===== config.mk =====
export PLATFORM = sky130hd
export DESIGN_NAME = lba_to_chs_floppy_command_sequencer_top
export DESIGN_NICKNAME = d
export VERILOG_FILES = /design/src/rtl/lba2chs_pkg.sv /design/src/rtl/lba_to_chs_floppy_command_sequencer_top.sv
export VERILOG_INCLUDE_DIRS = /design/src /design/src/rtl
export SDC_FILE = /design/constraint.sdc
export NUM_CORES = 1
export LEC_CHECK = 0
export ABC_AREA = 1
export BUFFER_PORTS_ARGS = -buffer_cell sky130_fd_sc_hd__buf_2
export CAP_MARGIN = 20
export CORE_AREA = 2 2 194 196
export CTS_CLUSTER_SIZE = 20
export DETAILED_ROUTE_END_ITERATION = 16
export DIE_AREA = 0 0 196 198
export GPL_TIMING_DRIVEN = 0
export PLACE_DENSITY = 0.84
export SYNTH_ARGS = -nofsm -noshare
export SYNTH_HDL_FRONTEND = slang
export SYNTH_SLANG_ARGS = --single-unit

===== constraint.sdc =====
create_clock -name clk -period 6.2 [get_ports clk]
set_input_delay 1.24 -clock clk [delete_from_list [all_inputs] [get_ports clk]]
set_output_delay 1.24 -clock clk [all_outputs]
set_load 0.01 [all_outputs]

===== src/rtl/lba_to_chs_floppy_command_sequencer_top_macros.svh =====
// assertion macros for the floppy command sequencer
`ifndef LBA_TO_CHS_FLOPPY_COMMAND_SEQUENCER_TOP_MACROS_SVH
`define LBA_TO_CHS_FLOPPY_COMMAND_SEQUENCER_TOP_MACROS_SVH

// same-cycle implication, clocked on clk, off during rst
`define LCS_ASSERT_IMP(name, pre, post) \
  name: assert property (@(posedge clk) disable iff (rst) (pre) |-> (post)) \
    else $error("sequencer check failed: same cycle");

// next-cycle implication, clocked on clk, off during rst
`define LCS_ASSERT_NXT(name, pre, post) \
  name: assert property (@(posedge clk) disable iff (rst) (pre) |=> (post)) \
    else $error("sequencer check failed: next cycle");

`endif


===== src/rtl/lba2chs_pkg.sv =====
// types and constants for the floppy command sequencer
package lba2chs_pkg;

  localparam int NUM_W      = 16;
  localparam int SPT_W      = 6;
  localparam int DIV_STEPS  = 4;
  localparam int DIV_STAGES = NUM_W / DIV_STEPS;
  localparam int ADDR_W     = 5;

  localparam logic [7:0] OP_RECALIBRATE = 8'd7;
  localparam logic [7:0] OP_SEEK        = 8'd15;
  localparam logic [7:0] OP_READ        = 8'd230;
  localparam logic [7:0] SIZE_CODE      = 8'd2;
  localparam logic [7:0] READ_TAIL      = 8'hFF;

  // multiply-and-shift reciprocal for division by three
  localparam logic [16:0] RECIP_THREE = 17'h0AAAB;
  localparam int          RECIP_SHIFT = 17;

  // register indexes
  localparam logic [2:0] REG_HEAD_COUNT  = 3'd0;
  localparam logic [2:0] REG_TRACK_COUNT = 3'd1;
  localparam logic [2:0] REG_SPT         = 3'd2;
  localparam logic [2:0] REG_STRETCH     = 3'd3;
  localparam logic [2:0] REG_GAP         = 3'd4;
  localparam logic [2:0] REG_DRIVE       = 3'd5;

  // byte positions within a run
  localparam logic [3:0] POS_RECAL       = 4'd0;
  localparam logic [3:0] POS_RECAL_DRIVE = 4'd1;
  localparam logic [3:0] POS_SEEK        = 4'd2;
  localparam logic [3:0] POS_SEEK_DRIVE  = 4'd3;
  localparam logic [3:0] POS_SEEK_TRACK  = 4'd4;
  localparam logic [3:0] POS_READ        = 4'd5;
  localparam logic [3:0] POS_READ_DRIVE  = 4'd6;
  localparam logic [3:0] POS_TRACK       = 4'd7;
  localparam logic [3:0] POS_HEAD        = 4'd8;
  localparam logic [3:0] POS_SECTOR      = 4'd9;
  localparam logic [3:0] POS_SIZE        = 4'd10;
  localparam logic [3:0] POS_LAST_SECTOR = 4'd11;
  localparam logic [3:0] POS_GAP         = 4'd12;
  localparam logic [3:0] POS_TAIL        = 4'd13;

  typedef struct packed {
    logic [SPT_W-1:0] rem;
    logic [NUM_W-1:0] work;
    logic [NUM_W-1:0] num;
  } div_stage_t;

endpackage


===== src/rtl/lba_to_chs_floppy_command_sequencer_top.sv =====
// sector number to chs conversion and floppy read command byte sequencer
// the divider stages, range check and head split can take new sectors while a run is emitted, until they fill
// output: one command byte per cycle while command_stall is low, fourteen bytes per sector
// pipeline: four divider stages, range check, head split, run buffer, output register
// out-of-range sector numbers are dropped inside the pipeline and give no bytes
// reset: synchronous, loads register defaults and empties every stage
`include "lba_to_chs_floppy_command_sequencer_top_macros.svh"

module lba_to_chs_floppy_command_sequencer_top
  import lba2chs_pkg::*;
(
  input  logic              clk,
  input  logic              rst,
  input  logic              psel,
  input  logic              penable,
  input  logic              pwrite,
  input  logic [ADDR_W-1:0] paddr,
  input  logic [31:0]       pwdata,
  output logic [31:0]       prdata,
  output logic              pready,
  input  logic              sector_valid,
  output logic              sector_stall,
  input  logic [NUM_W-1:0]  sector_number,
  output logic              command_valid,
  input  logic              command_stall,
  output logic [7:0]        command_byte,
  output logic              last_byte
);

  logic [1:0]       head_count;
  logic [7:0]       track_count;
  logic [SPT_W-1:0] sectors_per_track;
  logic             track_stretch;
  logic [7:0]       gap_length;
  logic [1:0]       drive_select;

  logic             cfg_write;
  logic [9:0]       head_tracks;
  logic [NUM_W-1:0] limit;

  div_stage_t       stg [1:DIV_STAGES];
  div_stage_t       stg_init;
  logic [DIV_STAGES:1] dvld;
  logic [DIV_STAGES:1] drdy;

  logic             v5;
  logic             inr5;
  logic [NUM_W-1:0] block5;
  logic [NUM_W-1:0] third5;
  logic [SPT_W-1:0] rem5;
  logic [32:0]      third_prod;
  logic             rdy5;

  logic             v6;
  logic [7:0]       track6;
  logic [1:0]       head6;
  logic [SPT_W-1:0] sector6;
  logic             rdy6;
  logic [NUM_W-1:0] triple5;

  logic             busy;
  logic [3:0]       pos;
  logic [7:0]       run_track;
  logic [1:0]       run_head;
  logic [SPT_W-1:0] run_sector;
  logic             out_load;
  logic             last_pos;
  logic             emit_fire;
  logic             emit_free;
  logic             take;
  logic [7:0]       byte_next;

  function automatic div_stage_t div_step4(div_stage_t s, logic [SPT_W-1:0] d);
    div_stage_t       r;
    logic [SPT_W:0]   t;
    r = s;
    for (int i = 0; i < DIV_STEPS; i++) begin
      t = {r.rem, r.work[NUM_W-1]};
      if (t >= {1'b0, d}) begin
        r.rem  = SPT_W'(t - {1'b0, d});
        r.work = {r.work[NUM_W-2:0], 1'b1};
      end else begin
        r.rem  = t[SPT_W-1:0];
        r.work = {r.work[NUM_W-2:0], 1'b0};
      end
    end
    return r;
  endfunction

  // configuration port
  assign pready    = 1'b1;
  assign cfg_write = psel & penable & pwrite & pready;

  always_ff @(posedge clk) begin
    if (rst) begin
      head_count        <= 2'd2;
      track_count       <= 8'd80;
      sectors_per_track <= 6'd18;
      track_stretch     <= 1'b0;
      gap_length        <= 8'd27;
      drive_select      <= 2'd0;
    end else if (cfg_write) begin
      unique case (paddr[4:2])
        REG_HEAD_COUNT:  head_count        <= pwdata[1:0];
        REG_TRACK_COUNT: track_count       <= pwdata[7:0];
        REG_SPT:         sectors_per_track <= pwdata[SPT_W-1:0];
        REG_STRETCH:     track_stretch     <= pwdata[0];
        REG_GAP:         gap_length        <= pwdata[7:0];
        REG_DRIVE:       drive_select      <= pwdata[1:0];
        default: ;
      endcase
    end
  end

  always_comb begin
    unique case (paddr[4:2])
      REG_HEAD_COUNT:  prdata = 32'(head_count);
      REG_TRACK_COUNT: prdata = 32'(track_count);
      REG_SPT:         prdata = 32'(sectors_per_track);
      REG_STRETCH:     prdata = 32'(track_stretch);
      REG_GAP:         prdata = 32'(gap_length);
      REG_DRIVE:       prdata = 32'(drive_select);
      default:         prdata = '0;
    endcase
  end

  // geometry product, follows the registers
  always_ff @(posedge clk) begin
    head_tracks <= 10'(head_count * track_count);
    limit       <= NUM_W'(head_tracks * sectors_per_track);
  end

  // ready chain
  assign rdy6 = !v6 || emit_free;
  assign rdy5 = !v5 || rdy6;

  always_comb begin
    drdy[DIV_STAGES] = !dvld[DIV_STAGES] || rdy5;
    for (int k = DIV_STAGES - 1; k >= 1; k--) begin
      drdy[k] = !dvld[k] || drdy[k+1];
    end
  end

  assign sector_stall = !drdy[1];

  // divider stages, sector number by sectors per track
  assign stg_init = '{rem: '0, work: sector_number, num: sector_number};

  always_ff @(posedge clk) begin
    if (rst) begin
      dvld <= '0;
    end else begin
      if (drdy[1]) dvld[1] <= sector_valid;
      for (int k = 2; k <= DIV_STAGES; k++) begin
        if (drdy[k]) dvld[k] <= dvld[k-1];
      end
    end
  end

  always_ff @(posedge clk) begin
    if (drdy[1]) stg[1] <= div_step4(stg_init, sectors_per_track);
    for (int k = 2; k <= DIV_STAGES; k++) begin
      if (drdy[k]) stg[k] <= div_step4(stg[k-1], sectors_per_track);
    end
  end

  // range check and division of the block by three
  assign third_prod = 33'(stg[DIV_STAGES].work) * 33'(RECIP_THREE);

  always_ff @(posedge clk) begin
    if (rst) begin
      v5 <= 1'b0;
    end else if (rdy5) begin
      v5 <= dvld[DIV_STAGES];
    end
  end

  always_ff @(posedge clk) begin
    if (rdy5) begin
      inr5   <= stg[DIV_STAGES].num < limit;
      block5 <= stg[DIV_STAGES].work;
      third5 <= third_prod[RECIP_SHIFT +: NUM_W];
      rem5   <= stg[DIV_STAGES].rem;
    end
  end

  // head and track split
  assign triple5 = third5 + {third5[NUM_W-2:0], 1'b0};

  always_ff @(posedge clk) begin
    if (rst) begin
      v6 <= 1'b0;
    end else if (rdy6) begin
      v6 <= v5 && inr5;
    end
  end

  always_ff @(posedge clk) begin
    if (rdy6) begin
      sector6 <= rem5 + 1'b1;
      unique case (head_count)
        2'd2: begin
          track6 <= block5[8:1];
          head6  <= {1'b0, block5[0]};
        end
        2'd3: begin
          track6 <= third5[7:0];
          head6  <= 2'(block5 - triple5);
        end
        default: begin
          track6 <= block5[7:0];
          head6  <= 2'd0;
        end
      endcase
    end
  end

  // run buffer and byte sequencer
  assign out_load  = !command_valid || !command_stall;
  assign last_pos  = (pos == POS_TAIL);
  assign emit_fire = busy && out_load;
  assign emit_free = !busy || (last_pos && out_load);
  assign take      = v6 && emit_free;

  always_ff @(posedge clk) begin
    if (rst) begin
      busy <= 1'b0;
      pos  <= POS_RECAL;
    end else if (take) begin
      busy <= 1'b1;
      pos  <= POS_RECAL;
    end else if (emit_fire) begin
      pos <= pos + 1'b1;
      if (last_pos) busy <= 1'b0;
    end
  end

  always_ff @(posedge clk) begin
    if (take) begin
      run_track  <= track6;
      run_head   <= head6;
      run_sector <= sector6;
    end
  end

  always_comb begin
    unique case (pos)
      POS_RECAL:       byte_next = OP_RECALIBRATE;
      POS_RECAL_DRIVE: byte_next = 8'(drive_select);
      POS_SEEK:        byte_next = OP_SEEK;
      POS_SEEK_DRIVE:  byte_next = 8'(drive_select);
      POS_SEEK_TRACK:  byte_next = track_stretch ? {run_track[6:0], 1'b0} : run_track;
      POS_READ:        byte_next = OP_READ;
      POS_READ_DRIVE:  byte_next = 8'(drive_select);
      POS_TRACK:       byte_next = run_track;
      POS_HEAD:        byte_next = 8'(run_head);
      POS_SECTOR:      byte_next = 8'(run_sector);
      POS_SIZE:        byte_next = SIZE_CODE;
      POS_LAST_SECTOR: byte_next = 8'(sectors_per_track);
      POS_GAP:         byte_next = gap_length;
      POS_TAIL:        byte_next = READ_TAIL;
      default:         byte_next = '0;
    endcase
  end

  // output register
  always_ff @(posedge clk) begin
    if (rst) begin
      command_valid <= 1'b0;
    end else if (out_load) begin
      command_valid <= busy;
    end
  end

  always_ff @(posedge clk) begin
    if (out_load) begin
      command_byte <= byte_next;
      last_byte    <= last_pos;
    end
  end

  // checks
  `LCS_ASSERT_NXT(a_drop_out_of_range, v5 && !inr5 && rdy6, !v6)
  `LCS_ASSERT_IMP(a_remainder_below_divisor, v5 && inr5, rem5 < sectors_per_track)
  `LCS_ASSERT_NXT(a_emit_reaches_port, emit_fire, command_valid)
  `LCS_ASSERT_IMP(a_run_position_bound, busy, pos <= POS_TAIL)

endmodule


## Yosys cells after proc, flatten, opt, wreduce, memory -nomap -nowiden

Memory sizes are Yosys's and may differ from the RTL's.
Index checks and enable logic that the tools add are counted.

- Memory bits (read-only): 0
- Flip-flop bits (word level): 130
- Word-level logic and storage cells: 175
- Latch bits: 0
- Memories: 1
- Bits of input ports: 60
- Memory bits (writable): 152

Memory list:

| memory | words | width | rd ports | clocked after memory_dff | write ports | line | RTL |
|---|---|---|---|---|---|---|---|
| stg | 4 | 38 | 4 | 0 | 4 | lba_to_chs_floppy_command_sequencer_top.sv:41 | `div_stage_t stg [1:DIV_STAGES];` |

- $mul: 3
- Equality and inequality tests: 20
- Bitwise gates (word level): 2
- Divide/modulo/power cells: 0
- Shift-type cells: 0
- Add/subtract/negate cells: 20
- Order comparisons: 17
- Multiplexer cells: 48
- Reductions and logical operators: 35

Operator list:

| kind | count |
|---|---|
| two-way mux 22 bit | 32 |
| greater-or-equal comparator 7 x 6 -> 1 bit | 15 |
| case mux 8 bit (12 select lines) | 1 |
| subtractor 6 bit | 15 |
| case mux 8 bit (6 select lines) | 1 |
| multiplier 16 x 16 -> 25 bit, second input constant | 1 |
| equality test 4 bit, second input constant | 6 |
| equality test 4 x 3 -> 1 bit, second input constant | 4 |
| < comparator 16 bit | 1 |
| multiplier 10 x 6 -> 16 bit | 1 |
| case mux 8 bit (2 select lines) | 1 |
| AND reduction 2 bit | 7 |
| two-way mux 1 bit | 11 |
| zero test 1 bit | 10 |
| multiplier 2 x 8 -> 10 bit | 1 |
| equality test 4 x 2 -> 1 bit, second input constant | 2 |
| logical OR 1 bit | 8 |
| two-way mux 8 bit | 1 |
| adder 6 x 1 -> 6 bit, second input constant | 1 |
| equality test 3 x 2 -> 1 bit, second input constant | 2 |
| equality test 3 bit, second input constant | 2 |
| greater-or-equal comparator 1 x 6 -> 1 bit | 1 |
| subtractor 1 x 6 -> 6 bit | 1 |
| adder 4 x 1 -> 4 bit, second input constant | 1 |
| 13 further kinds | 19 |

## Longest topological paths before layout

Gate-level depths: netlist of the first run.

- Word-level depth: 20
- Gate-level depth with buffers: 41

## Worst setup path before layout of the first run

Ideal clock, no wire load.

- Path kind: input port to flip-flop
- Start point: input sector_number[15]
- End point: register stg[0][75] (netlist name)
- Data arrival time: 5.832 ns
- Slack: 0.114 ns
- Stages: 35
- Cells stage by stage: inv_1 ha_1 inv_1 ha_1 a21oi_1 nor2_2 inv_1 o21ai_0 ha_1 nand4_1 nor2_1 nand2_1 inv_1 nor2_1 nand2_2 o21ai_1 inv_1 ha_1 nand2_1 nor2_1 a211oi_1 o21ai_0 nand2_1 nand3_2 nand2_1 o21ai_1 ha_1 a21oi_1 nand2_1 a21oi_1 o21bai_1 a211oi_2 nand2_2 nand2_1 nand2_1

RTL lines:

| item | line | RTL |
|---|---|---|
| from (decl) | lba_to_chs_floppy_command_sequencer_top.sv:23 | `input logic [NUM_W-1:0] sector_number,` |

==> impl_metrics.yaml, run 1 <==
layout:
  stdcell_area_mm2: 0.0235
  drive_gt1_share_pct: 13.8
  fin_cells: 2925
  nets: 2857
  syn_to_final_growth_pct: 14.4
  n_antenna_cell: 0
  fill_cells: 2714
synthesis:
  ys_ff_latch: 258
  netlist_area_mm2: 0.0206
  synth_cells: 2270
  ys_types: 53
  avgSynthCellArea_um2: 9.07
  yosysSeqAreaShare_pct: 34.5
  synth_ff_type: "edfxtp_1"
  yosys_warnings: 0
  synthArstFlopShare_pct: 0
  synth-edff-count: 193
sta:
  slew_viol_final: 0
  hold_violations: 0
  hold_ws_ps: 414
  setup_tns_ps: 0
  relSlewSlack_pct: 40.9
  setup_viol: 0
  finalCritPeriodShare_pct: 96.6
  worst_pin_slew_ps: 886
  period_minus_slack_ps: 5990
  max_freq_mhz: 167
  clock_skew_ps: 14.9
setup_path:
  crit_slowest_cell: "dfxtp_4"
  cp_max_fo: 9
  cp_data_required_time_ps: 6510
  cpMostUsedCell: "nand2_1"
  path_class: "reg -> reg"
  r2r_cells: 43
  start_kind: "flop"
  worstPathArrival_ps: 6300
  cpPeakStageDelay_ps: 370
  cp-end-kind: "flop"
cts:
  htreeDepth: 1
  cts.sinks: 258
  hold_buffers: 0
  cts_tree: "yes"
  numCtsBuffers: 27
  clockBufferDepth: 3
  root_buffer: "clkbuf_16"
  clk_pin_slew_ps: 60
  clock_latency_ps: 560
place:
  dpl_cell_area_mm2: 0.0216
  dp.cells: 2824
  place.detailed.hpwl_um: 36300
  port_buffers: 52
  gp_congestion: 1.00
die:
  dieArea_mm2: 0.0388
  rows: 71
  dieWidth_um: 196
  fp.dieH_um: 198
  start_util_pct: 55.7
  core-area_mm2: 0.0370
  top_level_ports: 104
detailed_routing:
  wl_per_cell_um: 16.9
  dr_total_vias: 16397
  viasPerCell: 5.61
  route.detailed.drc: 0
  wl_um: 49400
  first_pass_iters: 7
  ant_nets: 0
  drt_iter0_drc: 1452
grt:
  antenna_found_initial: 0
  grt_first_pass_wirelength_um: 77700
  grt_pass1_vias: 16313
  grt_max_degree: 27
  grt-ovfl-total: 0
  grt.total_usage_pct: 24.9
status:
  status: "finished, final reports clean"
worst_hold_path:
  hp-class: "reg -> reg"
  worst_hold_path.num_cells: 0
job:
  drv_cap: 0
## cells in the mapped netlist, types with 4 or more instances
| cell | number | share of area, % |
|---|---|---|
| dfxtp_1 | 65 | 6.3 |
| nand2_1 | 481 | 8.8 |
| edfxtp_1 | 193 | 28 |
| o2111ai_1 | 5 | 0.21 |
| nand3_2 | 9 | 0.44 |
| nor4_1 | 4 | 0.12 |
| xor2_1 | 59 | 2.5 |
| inv_2 | 15 | 0.27 |
| nand3_1 | 132 | 3.2 |
| nand2_2 | 12 | 0.36 |
| o21ai_1 | 5 | 0.12 |
| nand3b_1 | 17 | 0.62 |
| nor2_1 | 87 | 1.6 |
| fa_1 | 125 | 12 |
| clkbuf_1 | 14 | 0.26 |
| o211ai_1 | 11 | 0.40 |
| o21ai_0 | 63 | 1.5 |
| inv_1 | 420 | 7.7 |
| nor2_4 | 4 | 0.22 |
| nor3_1 | 15 | 0.36 |
| o21a_1 | 6 | 0.22 |
| nand3_4 | 11 | 0.94 |
| nand4_1 | 32 | 0.97 |
| nor2_2 | 7 | 0.21 |
| a21oi_2 | 4 | 0.17 |
| a221oi_1 | 5 | 0.21 |
| a21o_1 | 6 | 0.22 |
| buf_4 | 26 | 0.95 |
| a31oi_1 | 5 | 0.15 |
| nand2_4 | 4 | 0.22 |
| a21oi_1 | 119 | 2.9 |
| ha_1 | 241 | 15 |
| o21bai_1 | 8 | 0.29 |
| xnor2_1 | 30 | 1.3 |
## area by class of cell
type,count,area (um2),share of cell area (%)
timing repair buffer,109,833,3.54
sequential,258,7110,30.2
clock inverter,15,200,0.851
buffer,40,248,1.05
multi-input combinational,1557,12200,51.7
clock buffer,34,712,3.02
inverter,438,1670,7.09
tap,474,593,2.52
## layout by cell type, fill, tap and decap left out, types with 17 or more instances in the layout
master | synthesis | final
fa_1 | 125 | 125
xor2_1 | 59 | 59
buf_4 | 26 | 72
clkbuf_1 | 14 | 20
edfxtp_1 | 193 | 193
a21oi_1 | 119 | 105
nand4_1 | 32 | 32
inv_1 | 420 | 412
nand3_1 | 132 | 126
nand2_2 | 12 | 24
dfxtp_1 | 65 | 59
conb_1 | 2 | 25
nand3b_1 | 17 | 17
nand2_1 | 481 | 466
xnor2_1 | 30 | 30
clkbuf_16 | 0 | 27
ha_1 | 241 | 216
nor2_1 | 87 | 85
buf_2 | 0 | 52
o21ai_0 | 63 | 59
## worst max-delay path: cells and delay by family (launching register included)
kind,cells,cell delay [ps]
AO/OA/AOI/OAI,5,760
flip-flops,1,370
buffers and inverters,8,990
AND/OR/NAND/NOR,26,2510
adder cells (fa/ha/maj),4,1030
## kinds of logic after synthesis
kind of cell	after synthesis	synth area share [%]
and+or+nand+nor	817	18.1
other	2	0.0365
xor gates and xnor gates	89	3.79
buffers and inverters	478	9.19
adders and majority gates	366	26.8
DFF	258	34.5
AOI/OAI and AO/OA	260	7.57
## state kept, by name (all words and copies together) (netlist names), 8 cells and up
| signal | cells |
|---|---|
| track_count | 8 |
| block5 | 9 |
| run_track | 8 |
| limit | 16 |
| gap_length | 8 |
| head_tracks | 10 |
| track6 | 8 |
| stg | 128 |
| third5 | 8 |
| command_byte | 8 |
## per-layer routing
metal  vias to the layer above  global-route usage (%)  share of wire, %
met5                         -                       0                 0
li1                       7721                       -                 -
met2                       723                    44.0                49
met4                         0                    12.6               5.4
met3                       214                    3.12               6.4
met1                      7739                    29.9                39
## worst paths after layout
kind	startpoint	endpoint	slack, ps
worst max-delay path	sectors_per_track[2]	stg[0][184]	210
worst min-delay path	stg[0][129]	stg[0][167]	410
worst max register to register	sectors_per_track[2]	stg[0][184]	210
worst min register to register	stg[0][129]	stg[0][167]	410
## through the flow
step	worst slack (ps)	util, %
CTS	4.67	62.1
floorplan	114	-
global route	-132	63.7
detailed placement	-1350	58.6
finish	210	63.7
global placement	-1130	58.2
## timing repair
item,in CTS,in global routing
buffers inserted,27,24
setup endpoints to repair,29,29
cloned,0,0
endpoints found under the hold margin,0,0
gates resized for setup,32,86
pin swaps,8,29
Power of run 1 is left out: the tool's default activity adds up to more than one toggle a clock period on the data nets, which glitch-free logic cannot reach.
==> run 2: changes to the inputs <==
- HOLD_SLACK_MARGIN: not set -> 0.05
- REMOVE_ABC_BUFFERS: not set -> 1
==> impl_metrics.yaml, run 2 (same netlist as run 1, synthesis figures left out) <==
sta:
  finalWorstSetupSlack_ps: 94.6
  max_freq_mhz: 164
  finalCritPeriodShare_pct: 98.5
  setup_viol: 0
  slew_viol_final: 0
  worst_pin_slew_ps: 739
  relSlewSlack_pct: 50.7
  hold_violations: 0
  clock_skew_ps: 20.9
  period_minus_slack_ps: 6110
cts:
  cts.sinks: 258
  hold_buffers: 0
  htreeDepth: 1
  root_buffer: "clkbuf_16"
  clockBufferDepth: 3
  numCtsBuffers: 28
  clock_latency_ps: 570
  clk_pin_slew_ps: 70
  cts_tree: "yes"
setup_path:
  crit_family: "simple AND/OR/NAND/NOR gates"
  cp_max_fo: 14
  crit_slowest_cell: "dfxtp_4"
  start_kind: "flop"
  worst-path-buf-inv: 5
  cp_data_required_time_ps: 6500
  cpMostUsedCell: "nand2_1"
  cp-end-kind: "flop"
  r2r_slack_ps: 90
  path_class: "reg -> reg"
  cpPeakStageDelay_ps: 380
  worstPathArrival_ps: 6410
layout:
  drive_gt1_share_pct: 13.1
  n_antenna_cell: 0
  syn_to_final_growth_pct: 14.1
  largest_register_ffs: 128
  fill_cells: 2817
  multi_input_area_mm2: 0.0123
  mostFrequentLayoutCell: "nand2_1"
  regMostFlops: "stg"
  final_cell_mix: "470 x nand2_1, 413 x inv_1, 210 x ha_1"
  reg_top3: "stg (128), limit (16), head_tracks (10)"
  seqCellArea_mm2: 0.00712
  nets: 2816
detailed_routing:
  dr_total_vias: 15998
  first_pass_iters: 7
  viasPerCell: 5.54
  route.detailed.drc: 0
  wl_per_cell_um: 17.1
  ant_nets: 0
  wl_um: 49500
  drt_iter0_drc: 1169
die:
  top_level_ports: 104
  dieWidth_um: 196
  fp.dieH_um: 198
  start_util_pct: 55.7
  dieArea_mm2: 0.0388
  rows: 71
  core-area_mm2: 0.0370
status:
  status: "finished, final reports clean"
worst_hold_path:
  hp-class: "reg -> reg"
grt:
  grt-ovfl-total: 0
  grt.total_usage_pct: 25.1
  grt_first_pass_wirelength_um: 78100
  grt_max_degree: 37
  antenna_found_initial: 0
  grt_pass1_vias: 15937
job:
  drv_cap: 0
place:
  place.detailed.hpwl_um: 36000
  port_buffers: 52
  place_ws_ps: -1190
  gp_congestion: 0.933
## run 2: changes by cell type in the layout (fill, tap and decap cells not counted), moves of 4 or more
cell	previous run	this run
dfxtp_4	2	6
ha_4	16	25
nand2_2	24	19
buf_4	72	46
clkbuf_1	20	2
dfxtp_2	4	0
ha_1	216	210
nand2_1	466	470
## run 2: timing repair
item | CTS | global route
setup buffers | 18 | 30
pin swaps | 7 | 21
resized for setup | 45 | 76
setup endpoints to repair | 29 | 29
## run 2: path summary, 6_finish.rpt
kind | start | to | depth (start not counted)
worst max register to register | sectors_per_track[3] | stg[0][111] | 37
worst min register to register | stg[0][59] | stg[0][101] | 0
worst min-delay path | stg[0][59] | stg[0][101] | 0
worst max-delay path | sectors_per_track[3] | stg[0][111] | 37
## run 2: metal layers
metal  vias to the layer above  share of wire, %  track usage, %
li1                       7640                 -               -
met1                      7688                40            30.5
met2                       518                50            45.6
met3                       152               6.0            3.95
met4                         0               3.7            8.22
met5                         -                 0               0
## run 2: area by class of cell
class                           count  area share (%)
Sequential cell                   258            30.3
Clock inverter                     20            1.22
Inverter                          438            7.11
Timing Repair Buffer              107            3.42
Clock buffer                       32            3.13
Tap cell                          474            2.53
Multi-Input combinational cell   1557            52.3
## run 2: worst reg2reg max path, delay by kind of cell (launching register included)
family,cells,cell delay (ps)
flip-flops,1,380
buffers and inverters,5,670
AO/OA/AOI/OAI,7,1170
AND/OR/NAND/NOR,21,2430
adder cells (fa/ha/maj),4,1190
## run 2: through the flow
step / area, um2 / util (%) / hold WS, ps / setup TNS, ps / instances
6_report: 23500 / 63.5 / 409 / 0 / 2886
3_3_place_gp: 21300 / 57.6 / 400 / -45160 / 2779
5_1_grt: 23500 / 63.5 / 418 / -2800 / 2886
3_5_place_dp: 21400 / 58.0 / 405 / -30420 / 2786
4_1_cts: 22800 / 61.6 / 411 / 0 / 2856
2_1_floorplan: 20400 / - / 400 / -656 / 2253
Power of run 2 is left out for the same reason.
==> run 3: changes to the inputs <==
- CORE_AREA: 2 2 194 196 -> 3 3 195 197
- DIE_AREA: 0 0 196 198 -> 0 0 198 200
==> impl_metrics.yaml, run 3 (same netlist as run 1, synthesis figures left out) <==
layout:
  n_antenna_cell: 0
  syn_to_final_growth_pct: 14.5
  seqCellArea_mm2: 0.00712
  stdcell_area_mm2: 0.0236
  multi_input_area_mm2: 0.0123
  final_cell_mix: "465 x nand2_1, 412 x inv_1, 211 x ha_1"
  drive_gt1_share_pct: 13.7
  reg_top3: "stg (128), limit (16), head_tracks (10)"
  fill_cells: 2681
  regMostFlops: "stg"
  mostFrequentLayoutCell: "nand2_1"
  largest_register_ffs: 128
  nets: 2826
sta:
  worst_pin_slew_ps: 975
  period_minus_slack_ps: 6070
  relSlewSlack_pct: 34.9
  hold_violations: 0
  finalCritPeriodShare_pct: 97.9
  clock_skew_ps: 14.3
  max_freq_mhz: 165
  setup_viol: 0
  slew_viol_final: 0
setup_path:
  cp_max_fo: 14
  worst-path-buf-inv: 8
  crit_slowest_cell: "dfxtp_4"
  cp.depth: 39
  r2r_cells: 39
  cp_data_required_time_ps: 6490
  cpPeakStageDelay_ps: 380
  worstPathArrival_ps: 6370
  start_kind: "flop"
  cpMostUsedCell: "nand2_1"
  path_class: "reg -> reg"
  cp-end-kind: "flop"
  crit_family: "simple AND/OR/NAND/NOR gates"
die:
  dieArea_mm2: 0.0396
  core-area_mm2: 0.0364
  top_level_ports: 104
  dieWidth_um: 198
  fp.dieH_um: 200
  rows: 70
  start_util_pct: 56.5
detailed_routing:
  ant_nets: 0
  dr_total_vias: 16182
  route.detailed.drc: 0
  drt_iter0_drc: 1227
  viasPerCell: 5.60
  wl_um: 50000
  first_pass_iters: 6
  wl_per_cell_um: 17.3
grt:
  grt_max_degree: 30
  antenna_found_initial: 0
  grt_pass1_vias: 16364
  grt_first_pass_wirelength_um: 79000
  grt-ovfl-total: 0
  grt.total_usage_pct: 24.7
worst_hold_path:
  worst_hold_path.num_cells: 0
  hp-class: "reg -> reg"
place:
  place.detailed.hpwl_um: 36700
  dpl_cell_area_mm2: 0.0215
  gp_congestion: 0.932
  port_buffers: 52
cts:
  hold_buffers: 0
  cts.sinks: 258
  numCtsBuffers: 27
  clockBufferDepth: 3
  cts_tree: "yes"
  root_buffer: "clkbuf_16"
  clk_pin_slew_ps: 70
  htreeDepth: 1
  clock_latency_ps: 540
job:
  drv_cap: 0
status:
  status: "finished, final reports clean"
[run 3: cell type report]
type	instances	share of cell area [%]
Clock buffer	34	3.29
Clock inverter	15	0.791
Inverter	438	7.09
Sequential cell	258	30.2
Timing Repair Buffer	118	4.02
Tap cell	468	2.48
Multi-Input combinational cell	1557	52.1
[run 3: worst paths after layout]
check,from,to,slack [ps]
worst max-delay path,sectors_per_track[5],stg[0][149],130
worst min-delay path,track6[5],run_track[5],410
worst max register to register,sectors_per_track[5],stg[0][149],130
worst min register to register,track6[5],run_track[5],410
[run 3: what timing repair did]
action                     in CTS  in global routing
pin swaps                       7                 20
setup buffers                  24                 33
hold endpoints to repair        0                  0
cloned                          0                  0
resized for setup              49                 91
setup endpoints to repair      29                 29
[run 3: worst reg2reg max path, delay by kind of cell, from the launching register on]
family	cells	cell delay (ps)
adders and majority gates	4	1340
AOI/OAI and AO/OA	7	1070
DFF	1	380
and+or+nand+nor	20	2060
buffers and inverters	8	960
[run 3: per-stage QoR]
step                setup WS, ps  hold WS, ps  util [%]  setup TNS (ps)  instances
detailed placement         -1050          405      58.9          -26620       2781
global placement           -1420          401      58.4          -38040       2773
global route                -141          422      64.7           -2110       2888
CTS                         30.0          416      62.5               0       2854
floorplan                  -77.5          400         -            -656       2253
finish                       127          414      64.7               0       2888
[run 3: routing by layer]
metal  global-route usage (%)  vias to the layer above  share of wire, %
met4                     11.1                        0               5.0
met2                     44.0                      668                50
met3                     3.17                      199               6.4
met5                        0                        -                 0
met1                     30.1                     7663                39
li1                         -                     7652                 -
Power of run 3 is left out for the same reason.
